<file path="src/sv/ssra_pkg.sv">
// Shared types and constants for the serial switch register access unit.
`default_nettype none

package ssra_pkg;

    // Request codes carried in the mode field.
    localparam logic [1:0] MODE_TICK  = 2'd0;
    localparam logic [1:0] MODE_READ  = 2'd1;
    localparam logic [1:0] MODE_WRITE = 2'd2;

    // Configuration register indexes.
    localparam logic CFG_EDGE_TICKS  = 1'b0;
    localparam logic CFG_SETUP_TICKS = 1'b1;

    // Reset values of the timing registers.
    localparam logic [7:0] EDGE_TICKS_RESET  = 8'd3;
    localparam logic [7:0] SETUP_TICKS_RESET = 8'd1;

    // Frame lengths.
    localparam logic [5:0] READ_CMD_BITS  = 6'd46;
    localparam logic [5:0] WRITE_CMD_BITS = 6'd27;
    localparam logic [5:0] READ_DATA_BITS = 6'd32;
    localparam logic [5:0] EXTRA_CLOCKS   = 6'd2;

    // Command opcodes.
    localparam logic [2:0] WRITE_OPCODE = 3'b101;
    localparam logic [3:0] READ_OPCODE  = 4'b0110;
    localparam logic [31:0] READ_PREAMBLE = 32'hFFFF_FFFF;

    // Default depth of the queue between front and back.
    localparam int QUEUE_DEPTH_DEFAULT = 2;

    // Classified input item.
    typedef enum logic [1:0] {
        KIND_TICK  = 2'd0,
        KIND_READ  = 2'd1,
        KIND_WRITE = 2'd2
    } kind_t;

    typedef struct packed {
        kind_t       kind;
        logic        table_select;
        logic [7:0]  reg_addr;
        logic [15:0] write_data;
        logic        data_in;
    } entry_t;

    // One result item.
    typedef struct packed {
        logic        chip_select;
        logic        serial_clock;
        logic        data_out;
        logic        data_out_enable;
        logic        pins_enable;
        logic        busy_res;
        logic        done_res;
        logic [31:0] read_data;
        logic        rejected;
    } result_t;

    // Configuration write bundle.
    typedef struct packed {
        logic       write_enable;
        logic       index;
        logic [7:0] data;
    } cfg_write_t;

endpackage

`default_nettype wire

</file>
<file path="src/sv/ssra_front.sv">
// Front end: accepts input transfers, classifies them and queues them.
`default_nettype none

module ssra_front #(
    parameter int QUEUE_DEPTH = ssra_pkg::QUEUE_DEPTH_DEFAULT
) (
    input  wire logic            clk,
    input  wire logic            rst_n,
    input  wire logic            in_valid,
    output logic                 in_stall,
    input  wire logic [1:0]      mode,
    input  wire logic            table_select,
    input  wire logic [7:0]      reg_addr,
    input  wire logic [15:0]     write_data,
    input  wire logic            data_in,
    output logic                 head_valid,
    output ssra_pkg::entry_t     head,
    input  wire logic            pop
);

    localparam int PtrW = (QUEUE_DEPTH > 1) ? $clog2(QUEUE_DEPTH) : 1;
    localparam int CntW = $clog2(QUEUE_DEPTH + 1);
    localparam logic [PtrW-1:0] LastPtr = PtrW'(QUEUE_DEPTH - 1);
    localparam logic [CntW-1:0] FullCount = CntW'(QUEUE_DEPTH);

    ssra_pkg::entry_t queue_mem [QUEUE_DEPTH];
    logic [PtrW-1:0] wr_ptr_reg, wr_ptr_next;
    logic [PtrW-1:0] rd_ptr_reg, rd_ptr_next;
    logic [CntW-1:0] count_reg, count_next;
    ssra_pkg::entry_t entry_c;
    logic push;

    // Classify the request; the unused mode code is a plain tick.
    always_comb
    begin
        entry_c.table_select = table_select;
        entry_c.reg_addr     = reg_addr;
        entry_c.write_data   = write_data;
        entry_c.data_in      = data_in;
        unique case (mode)
            ssra_pkg::MODE_READ:  entry_c.kind = ssra_pkg::KIND_READ;
            ssra_pkg::MODE_WRITE: entry_c.kind = ssra_pkg::KIND_WRITE;
            default:              entry_c.kind = ssra_pkg::KIND_TICK;
        endcase
    end

    // Queue handshake and pointer updates.
    assign in_stall   = (count_reg == FullCount);
    assign push       = in_valid && !in_stall;
    assign head_valid = (count_reg != '0);
    assign head       = queue_mem[rd_ptr_reg];

    always_comb
    begin
        wr_ptr_next = wr_ptr_reg;
        rd_ptr_next = rd_ptr_reg;
        count_next  = count_reg;
        if (push)
        begin
            wr_ptr_next = (wr_ptr_reg == LastPtr) ? '0 : wr_ptr_reg + 1'b1;
        end
        if (pop)
        begin
            rd_ptr_next = (rd_ptr_reg == LastPtr) ? '0 : rd_ptr_reg + 1'b1;
        end
        if (push && !pop)
        begin
            count_next = count_reg + 1'b1;
        end
        else if (pop && !push)
        begin
            count_next = count_reg - 1'b1;
        end
    end

    always_ff @(posedge clk or negedge rst_n)
    begin
        if (!rst_n)
        begin
            wr_ptr_reg <= '0;
            rd_ptr_reg <= '0;
            count_reg  <= '0;
        end
        else
        begin
            wr_ptr_reg <= wr_ptr_next;
            rd_ptr_reg <= rd_ptr_next;
            count_reg  <= count_next;
        end
    end

    // Queue storage.
    always_ff @(posedge clk)
    begin
        if (push)
        begin
            queue_mem[wr_ptr_reg] <= entry_c;
        end
    end

endmodule

`default_nettype wire

</file>
<file path="src/sv/ssra_back.sv">
// Back end: pin sequencer that takes one queued tick a cycle while the output is not stalled, and registers its result.
`default_nettype none

module ssra_back (
    input  wire logic                clk,
    input  wire logic                rst_n,
    input  wire ssra_pkg::cfg_write_t cfg,
    input  wire logic                head_valid,
    input  wire ssra_pkg::entry_t    head,
    output logic                     pop,
    output logic                     out_valid,
    input  wire logic                out_stall,
    output ssra_pkg::result_t        res
);

    typedef enum logic [15:0] {
        PH_IDLE  = 16'h0001,
        PH_EN    = 16'h0002,
        PH_CSUP  = 16'h0004,
        PH_WLOW  = 16'h0008,
        PH_WSET  = 16'h0010,
        PH_WHIGH = 16'h0020,
        PH_TAIL  = 16'h0040,
        PH_REL   = 16'h0080,
        PH_PH    = 16'h0100,
        PH_PL    = 16'h0200,
        PH_RCS   = 16'h0400,
        PH_RLOW  = 16'h0800,
        PH_RHIGH = 16'h1000,
        PH_FH    = 16'h2000,
        PH_FL    = 16'h4000,
        PH_OFF   = 16'h8000
    } phase_t;

    phase_t      phase_reg, phase_next;
    logic [5:0]  bit_cnt_reg, bit_cnt_next;
    logic [7:0]  tick_cnt_reg, tick_cnt_next;
    logic [45:0] cmd_reg, cmd_next;
    logic [31:0] read_shift_reg, read_shift_next;
    logic        is_write_reg, is_write_next;
    logic        table_reg, table_next;
    logic        addr_odd_reg, addr_odd_next;
    logic [7:0]  edge_ticks_reg;
    logic [7:0]  setup_ticks_reg;
    logic        out_valid_reg;
    ssra_pkg::result_t res_reg;
    ssra_pkg::result_t res_c;
    logic        active;
    logic        last;
    logic [7:0]  phase_len;
    logic [5:0]  total;
    logic [5:0]  bit_inc;

    // Number of command bits in the current frame.
    function automatic logic [5:0] cmd_total(input logic w);
        return w ? ssra_pkg::WRITE_CMD_BITS : ssra_pkg::READ_CMD_BITS;
    endfunction

    // Command bit k counted from the first bit sent; zero past the frame.
    function automatic logic cmd_bit(input logic [45:0] s, input logic w,
                                     input logic [5:0] k);
        logic [5:0] t;
        logic [5:0] idx;
        t   = cmd_total(w);
        idx = t - 6'd1 - k;
        if (k >= t)
        begin
            return 1'b0;
        end
        return s[idx];
    endfunction

    // A new tick is taken when the output register is free or being drained.
    assign pop = head_valid && (!out_valid_reg || !out_stall);

    // One sequencer step.
    always_comb
    begin
        phase_next      = phase_reg;
        bit_cnt_next    = bit_cnt_reg;
        tick_cnt_next   = tick_cnt_reg;
        cmd_next        = cmd_reg;
        read_shift_next = read_shift_reg;
        is_write_next   = is_write_reg;
        table_next      = table_reg;
        addr_odd_next   = addr_odd_reg;
        res_c           = '0;
        active          = 1'b0;
        last            = 1'b0;
        phase_len       = 8'd1;
        total           = ssra_pkg::READ_CMD_BITS;
        bit_inc         = 6'd0;

        if (pop)
        begin
            active = 1'b1;
            // Start of a sequence: latch the request and build the command.
            if (phase_reg == PH_IDLE)
            begin
                if (head.kind == ssra_pkg::KIND_TICK)
                begin
                    active = 1'b0;
                end
                else
                begin
                    is_write_next = (head.kind == ssra_pkg::KIND_WRITE);
                    table_next    = head.table_select;
                    addr_odd_next = head.reg_addr[0];
                    if (is_write_next)
                    begin
                        cmd_next = {19'd0, ssra_pkg::WRITE_OPCODE, head.reg_addr,
                                    head.write_data};
                    end
                    else
                    begin
                        cmd_next = {ssra_pkg::READ_PREAMBLE, ssra_pkg::READ_OPCODE,
                                    head.table_select, 2'b00, head.reg_addr[6:0]};
                    end
                    read_shift_next = '0;
                    bit_cnt_next    = '0;
                    tick_cnt_next   = '0;
                    phase_next      = PH_EN;
                end
            end
            else
            begin
                res_c.rejected = (head.kind != ssra_pkg::KIND_TICK);
            end
        end

        if (active)
        begin
            total = cmd_total(is_write_next);
            res_c.busy_res        = 1'b1;
            res_c.pins_enable     = 1'b1;
            res_c.data_out_enable = 1'b1;

            // Pin levels for the current phase.
            unique case (phase_next)
                PH_EN:
                begin
                end
                PH_CSUP:
                begin
                    res_c.chip_select = is_write_next;
                end
                PH_WLOW:
                begin
                    res_c.chip_select = is_write_next;
                    res_c.data_out = (bit_cnt_next == '0) ? 1'b0 :
                        cmd_bit(cmd_next, is_write_next, bit_cnt_next - 6'd1);
                end
                PH_WSET:
                begin
                    res_c.chip_select = is_write_next;
                    res_c.data_out = cmd_bit(cmd_next, is_write_next, bit_cnt_next);
                end
                PH_WHIGH:
                begin
                    res_c.chip_select  = is_write_next;
                    res_c.serial_clock = 1'b1;
                    res_c.data_out = cmd_bit(cmd_next, is_write_next, bit_cnt_next);
                end
                PH_TAIL:
                begin
                    res_c.chip_select = is_write_next;
                    if (!is_write_next && bit_cnt_next != ssra_pkg::READ_CMD_BITS)
                    begin
                        res_c.data_out_enable = 1'b0;
                    end
                    else
                    begin
                        res_c.data_out = cmd_next[0];
                    end
                end
                PH_FH, PH_FL:
                begin
                    res_c.serial_clock = (phase_next == PH_FH);
                    if (is_write_next)
                    begin
                        res_c.data_out = cmd_next[0];
                    end
                    else
                    begin
                        res_c.data_out_enable = 1'b0;
                    end
                end
                PH_PH, PH_RHIGH:
                begin
                    res_c.serial_clock    = 1'b1;
                    res_c.data_out_enable = 1'b0;
                end
                PH_OFF:
                begin
                    res_c.pins_enable     = 1'b0;
                    res_c.data_out_enable = 1'b0;
                end
                default:
                begin
                    res_c.data_out_enable = 1'b0;
                end
            endcase

            // Phase timing; a zero register acts as one tick.
            phase_len = (phase_next == PH_WSET) ? setup_ticks_reg : edge_ticks_reg;
            if (phase_len == '0)
            begin
                phase_len = 8'd1;
            end
            last    = ({1'b0, tick_cnt_next} + 9'd1) >= {1'b0, phase_len};
            bit_inc = bit_cnt_next + 6'd1;

            if (!last)
            begin
                tick_cnt_next = tick_cnt_next + 8'd1;
            end
            else
            begin
                tick_cnt_next = '0;
                // Phase transitions at the end of each phase.
                unique case (phase_next)
                    PH_EN:   phase_next = PH_CSUP;
                    PH_CSUP:
                    begin
                        bit_cnt_next = '0;
                        phase_next   = PH_WLOW;
                    end
                    PH_WLOW: phase_next = PH_WSET;
                    PH_WSET: phase_next = PH_WHIGH;
                    PH_WHIGH:
                    begin
                        bit_cnt_next = bit_inc;
                        phase_next   = (bit_inc >= total) ? PH_TAIL : PH_WLOW;
                    end
                    PH_TAIL:
                    begin
                        if (!is_write_next && bit_cnt_next == ssra_pkg::READ_CMD_BITS)
                        begin
                            phase_next = PH_REL;
                        end
                        else
                        begin
                            bit_cnt_next = '0;
                            phase_next   = PH_FH;
                        end
                    end
                    PH_REL:
                    begin
                        bit_cnt_next = '0;
                        phase_next   = PH_PH;
                    end
                    PH_PH:   phase_next = PH_PL;
                    PH_PL:
                    begin
                        if (bit_inc >= ssra_pkg::EXTRA_CLOCKS)
                        begin
                            bit_cnt_next = '0;
                            phase_next   = PH_RCS;
                        end
                        else
                        begin
                            bit_cnt_next = bit_inc;
                            phase_next   = PH_PH;
                        end
                    end
                    PH_RCS:  phase_next = PH_RLOW;
                    PH_RLOW:
                    begin
                        // Data is sampled on the last tick of the low phase.
                        read_shift_next = {read_shift_next[30:0], head.data_in};
                        phase_next      = PH_RHIGH;
                    end
                    PH_RHIGH:
                    begin
                        bit_cnt_next = bit_inc;
                        phase_next   = (bit_inc >= ssra_pkg::READ_DATA_BITS) ?
                                       PH_TAIL : PH_RLOW;
                    end
                    PH_FH:   phase_next = PH_FL;
                    PH_FL:
                    begin
                        bit_cnt_next = bit_inc;
                        phase_next   = (bit_inc >= ssra_pkg::EXTRA_CLOCKS) ? PH_OFF : PH_FH;
                    end
                    default:
                    begin
                        // End of the sequence: report completion and read data.
                        res_c.done_res = 1'b1;
                        if (!is_write_next)
                        begin
                            if (table_next)
                            begin
                                res_c.read_data = read_shift_next;
                            end
                            else if (addr_odd_next)
                            begin
                                res_c.read_data = {16'd0, read_shift_next[31:16]};
                            end
                            else
                            begin
                                res_c.read_data = {16'd0, read_shift_next[15:0]};
                            end
                        end
                        bit_cnt_next = '0;
                        phase_next   = PH_IDLE;
                    end
                endcase
            end

            // Released data pin reads low.
            if (!res_c.data_out_enable)
            begin
                res_c.data_out = 1'b0;
            end
        end
    end

    // Sequencer state.
    always_ff @(posedge clk or negedge rst_n)
    begin
        if (!rst_n)
        begin
            phase_reg      <= PH_IDLE;
            bit_cnt_reg    <= '0;
            tick_cnt_reg   <= '0;
            cmd_reg        <= '0;
            read_shift_reg <= '0;
            is_write_reg   <= 1'b0;
            table_reg      <= 1'b0;
            addr_odd_reg   <= 1'b0;
        end
        else
        begin
            phase_reg      <= phase_next;
            bit_cnt_reg    <= bit_cnt_next;
            tick_cnt_reg   <= tick_cnt_next;
            cmd_reg        <= cmd_next;
            read_shift_reg <= read_shift_next;
            is_write_reg   <= is_write_next;
            table_reg      <= table_next;
            addr_odd_reg   <= addr_odd_next;
        end
    end

    // Timing registers.
    always_ff @(posedge clk or negedge rst_n)
    begin
        if (!rst_n)
        begin
            edge_ticks_reg  <= ssra_pkg::EDGE_TICKS_RESET;
            setup_ticks_reg <= ssra_pkg::SETUP_TICKS_RESET;
        end
        else if (cfg.write_enable)
        begin
            unique case (cfg.index)
                ssra_pkg::CFG_EDGE_TICKS:  edge_ticks_reg  <= cfg.data;
                ssra_pkg::CFG_SETUP_TICKS: setup_ticks_reg <= cfg.data;
                default:                   edge_ticks_reg  <= edge_ticks_reg;
            endcase
        end
    end

    // Output register.
    always_ff @(posedge clk or negedge rst_n)
    begin
        if (!rst_n)
        begin
            out_valid_reg <= 1'b0;
        end
        else if (pop)
        begin
            out_valid_reg <= 1'b1;
        end
        else if (!out_stall)
        begin
            out_valid_reg <= 1'b0;
        end
    end

    always_ff @(posedge clk)
    begin
        if (pop)
        begin
            res_reg <= res_c;
        end
    end

    assign out_valid = out_valid_reg;
    assign res       = res_reg;

endmodule

`default_nettype wire

</file>
<file path="src/sv/serial_switch_register_access_unit.sv">
// An accepted input transfer is queued, then its result is registered in the back end.
// Throughput: one item per cycle while neither the queue nor the output is stalled.
// A queue between the classifier and the sequencer lets each side stall on its own.
// Reset (asynchronous, active low): sequencer idle, queue empty, no result pending,
// edge_ticks returns to 3 and setup_ticks to 1.
`default_nettype none

module serial_switch_register_access_unit #(
    parameter int QUEUE_DEPTH = ssra_pkg::QUEUE_DEPTH_DEFAULT
) (
    input  wire logic        clk,
    input  wire logic        rst_n,
    input  wire logic        cfg_write_enable,
    input  wire logic        cfg_index,
    input  wire logic [7:0]  cfg_data,
    input  wire logic        in_valid,
    output logic             in_stall,
    input  wire logic [1:0]  mode,
    input  wire logic        table_select,
    input  wire logic [7:0]  reg_addr,
    input  wire logic [15:0] write_data,
    input  wire logic        data_in,
    output logic             out_valid,
    input  wire logic        out_stall,
    output logic             chip_select,
    output logic             serial_clock,
    output logic             data_out,
    output logic             data_out_enable,
    output logic             pins_enable,
    output logic             busy_res,
    output logic             done_res,
    output logic [31:0]      read_data,
    output logic             rejected
);

    ssra_pkg::cfg_write_t cfg;
    ssra_pkg::entry_t     head;
    ssra_pkg::result_t    res;
    logic                 head_valid;
    logic                 pop;

    assign cfg.write_enable = cfg_write_enable;
    assign cfg.index        = cfg_index;
    assign cfg.data         = cfg_data;

    // Classifier and queue.
    ssra_front #(
        .QUEUE_DEPTH(QUEUE_DEPTH)
    ) u_front (
        .clk          (clk),
        .rst_n        (rst_n),
        .in_valid     (in_valid),
        .in_stall     (in_stall),
        .mode         (mode),
        .table_select (table_select),
        .reg_addr     (reg_addr),
        .write_data   (write_data),
        .data_in      (data_in),
        .head_valid   (head_valid),
        .head         (head),
        .pop          (pop)
    );

    // Pin sequencer.
    ssra_back u_back (
        .clk        (clk),
        .rst_n      (rst_n),
        .cfg        (cfg),
        .head_valid (head_valid),
        .head       (head),
        .pop        (pop),
        .out_valid  (out_valid),
        .out_stall  (out_stall),
        .res        (res)
    );

    // Result fields.
    assign chip_select     = res.chip_select;
    assign serial_clock    = res.serial_clock;
    assign data_out        = res.data_out;
    assign data_out_enable = res.data_out_enable;
    assign pins_enable     = res.pins_enable;
    assign busy_res        = res.busy_res;
    assign done_res        = res.done_res;
    assign read_data       = res.read_data;
    assign rejected        = res.rejected;

    // A completing tick belongs to a running sequence.
    assert property (@(posedge clk) disable iff (!rst_n)
        (out_valid && done_res) |-> busy_res)
        else $error("done without busy");

    // A released data pin always reads low.
    assert property (@(posedge clk) disable iff (!rst_n)
        (out_valid && !data_out_enable) |-> !data_out)
        else $error("data out high while released");

    // An idle tick drives nothing and reports nothing.
    assert property (@(posedge clk) disable iff (!rst_n)
        (out_valid && !busy_res) |->
        (!pins_enable && !chip_select && !serial_clock && !done_res
         && !rejected && read_data == 32'd0))
        else $error("idle result not all zero");

    // Read data appears only on a completing tick.
    assert property (@(posedge clk) disable iff (!rst_n)
        (out_valid && !done_res) |-> (read_data == 32'd0))
        else $error("read data outside completion");

endmodule

`default_nettype wire
</file>
<file path="config.mk">
export PLATFORM = sky130hd
export DESIGN_NAME = serial_switch_register_access_unit
export DESIGN_NICKNAME = d
export VERILOG_FILES = /design/src/sv/ssra_pkg.sv /design/src/sv/ssra_front.sv /design/src/sv/ssra_back.sv /design/src/sv/serial_switch_register_access_unit.sv
export SDC_FILE = /design/constraint.sdc
export NUM_CORES = 1
export LEC_CHECK = 0
export ABC_AREA = 1
export BUFFER_PORTS_ARGS = -buffer_cell sky130_fd_sc_hd__buf_2
export CAP_MARGIN = 20
export CORE_MARGIN = 2
export CORE_UTILIZATION = 45
export DETAILED_ROUTE_END_ITERATION = 10
export SYNTH_ARGS = -nofsm -noshare
export SYNTH_HDL_FRONTEND = slang
export SYNTH_HIERARCHICAL = 1
export SYNTH_SLANG_ARGS = --single-unit
</file>
<file path="constraint.sdc">
create_clock -name clk -period 4.85 [get_ports clk]
set_clock_uncertainty 0.1 [all_clocks]
set_input_delay 1.455 -clock clk [delete_from_list [all_inputs] [get_ports clk]]
set_output_delay 1.455 -clock clk [all_outputs]
set_load 0.01 [all_outputs]
</file>
==> reports/qor.txt <==
Leak Pwr - 7.18 nW
Routability Congestion - 0.920
Post-synth EDFFs - 96
Cells after Synth - 1429
DRT Pass-1 Iters - 5
Fin. Hold Viols - 0
Syn-to-layout area delta - 16.9%
share of layout cells above drive strength 1 - 0.214
Tightest Hold Check Type - flop to flop
commonest cells after routing, fill and taps aside - nand2_1, inv_1, nand3_1
Die Area - 0.0290 mm^2
routed len/inst - 14.9 um
Post-CTS Setup Inserts - 0
Mean Syn Cell Area - 8.71 um^2
post-route setup slack - 366 ps
first-pass GRT wire length - 47800 um
Vias/cell - 5.17
Setup WS pre-CTS - -185 ps
CP arrival - 4660 ps
drt drc - 0
largest net degree at the start of global routing - 98
Vias - 9856
Worst-Skew Late Latency - 530 ps
Synth top area share - 0.257
CP required - 5020 ps
Critical Path Source Type - input pin
pwr dens - 737 mW/mm^2
Max Root-Sink Buffers - 3
IR drop worst, VDD - 0.472 mV
WS Path Type - input pin to flop
slowest library cell on the worst path - ha_1
crit path time final - 4480 ps
CP max stage delay - 380 ps
synthesized area - 0.0124 mm^2
CTS tree - done
FMAX - 223 MHz
Root Driver - clkbuf_16
status - complete, no violations
relative slew slack - 0.352
fillers - 2580
Slew @ Worst Pin - 972 ps
number of I/O port buffers - 83
# IOs - 84
starting density of the core - 0.460
top cells by area, synth - dfrtp_1, edfxtp_1, nand2_1, nand3_1, inv_1
GRT Resource Usage Total - 0.202
CP max FO - 6
CTS H-tree lvls - 1
CP most frequent cell - nor2_1
vias in the first global route - 9593
DPL Wire Length - 20200 um
distinct cell type count after synthesis - 62
commonest non-fill, non-tap cell in the layout - nand2_1
Tcrit/Tclk final - 0.925
initial antenna violation count - 0
Detailed Route WL - 28500 um
Final ANT Viol Nets - 0
1st-iter DRT viols - 636
Slew Viols, Final - 0
Synth area leader - dfrtp_1
Async SR Flop Fraction - 0.579
#FFs+latches synth - 228
final setup fails - 0
max_cap viols - 0
Synth Net Count - 1503
max reg flops - 56
sequential-to-total area share from yosys stat - 0.497
die extent in x - 170 um
Hold-fix buffers, CTS - 0
RSZ-0062 raised after global routing - false
clk sinks - 228
Setup TNS Final - 0 ps
Synth Flop Type - dfrtp_1
Worst Setup End Kind - flop
Antenna Cells - 0
row count - 60
# nets final - 1621
height of the die - 170 um
Worst-path clk slew - 60 ps
total gr overflow - 0
post-CTS sizing - 0
CTS Buf Count - 27
Placeable Area - 0.0270 mm^2
Yosys warnings - 6
final timing paths:
check                      depth (start not counted)               start                 end  slack [ps]
min reg2reg                                        2  u_front/wr_ptr_reg  u_front/wr_ptr_reg         380
max                                               25           out_stall      u_back/res[37]         370
min in group asynchronous                          1               rst_n  u_back/cmd_reg[18]         920
min                                                2  u_front/wr_ptr_reg  u_front/wr_ptr_reg         380
max reg2reg                                       24  u_front/rd_ptr_reg      u_back/res[37]         450
max in group asynchronous                          2               rst_n  u_back/cmd_reg[35]        3030
cell families (layout without fill, tap and decap cells):
logic type,after synthesis,in the layout,share of synthesized area
and+or+nand+nor,718,718,0.267
buffers and inverters,237,375,0.0812
DFF,228,228,0.497
AOI/OAI and AO/OA,159,159,0.0721
muxes,36,36,0.0348
adders and majority gates,32,32,0.0334
xor gates and xnor gates,19,19,0.0140
critical path, delay by kind of cell:
family / cells / cell delay, ps
simple gates: 15 / 1570
fa+ha+maj: 2 / 570
compound gates: 1 / 280
buf+inv: 6 / 590
xor+xnor: 1 / 190
report_power, final:
group	internal (mW)	switching, mW	leakage, nW
combinational	2.14	3.78	4.17
sequential	2.59	0.174	2.57
clock	1.24	0.802	0.446
total	5.97	4.75	7.18
area by class of cell:
type / count / area [um^2] / share of cell area
flip-flops and latches: 228 / 6190 / 0.426
multi-input cells: 964 / 5350 / 0.368
repair buffers: 141 / 977 / 0.0672
clock buffers: 34 / 742 / 0.0510
inverters: 185 / 699 / 0.0481
well taps: 341 / 427 / 0.0293
clock inverters: 15 / 165 / 0.0114
through the flow:
step / util / total power, mW / instances / area, um^2 / hold WS [ps]
after floorplan: - / 6.99 / 1429 / 12600 / 342
after global routing: 0.538 / 11.6 / 1908 / 14500 / 404
after CTS: 0.537 / 10.8 / 1907 / 14500 / 382
final: 0.538 / 10.7 / 1908 / 14500 / 377
after global placement: 0.504 / 8.61 / 1858 / 13600 / 360
after detailed placement: 0.504 / 8.67 / 1858 / 13600 / 366
cell usage after synthesis, drive strengths merged, types with 3 or more instances:
cell type / instances
ha: 30
xnor2: 4
nand2: 392
inv: 182
clkinv: 3
nand4: 14
nand3: 169
xor2: 15
mux2i: 8
dfstp: 4
nor4: 3
o22ai: 12
mux2: 28
nor3: 23
buf: 30
clkbuf: 22
nor2: 103
and2: 12
a31oi: 3
o21ai: 93
a21oi: 35
edfxtp: 96
dfrtp: 128
layer usage:
metal  global-route usage  vias to the layer above  part of all wire
met3               0.0316                       40             0.050
met1                0.282                     4635              0.47
met5                    0                        -                 0
met4               0.0491                        0             0.019
li1                     -                     4937                 -
met2                0.333                      244              0.46
No activity file was read; power rests on OpenSTA's default activity.
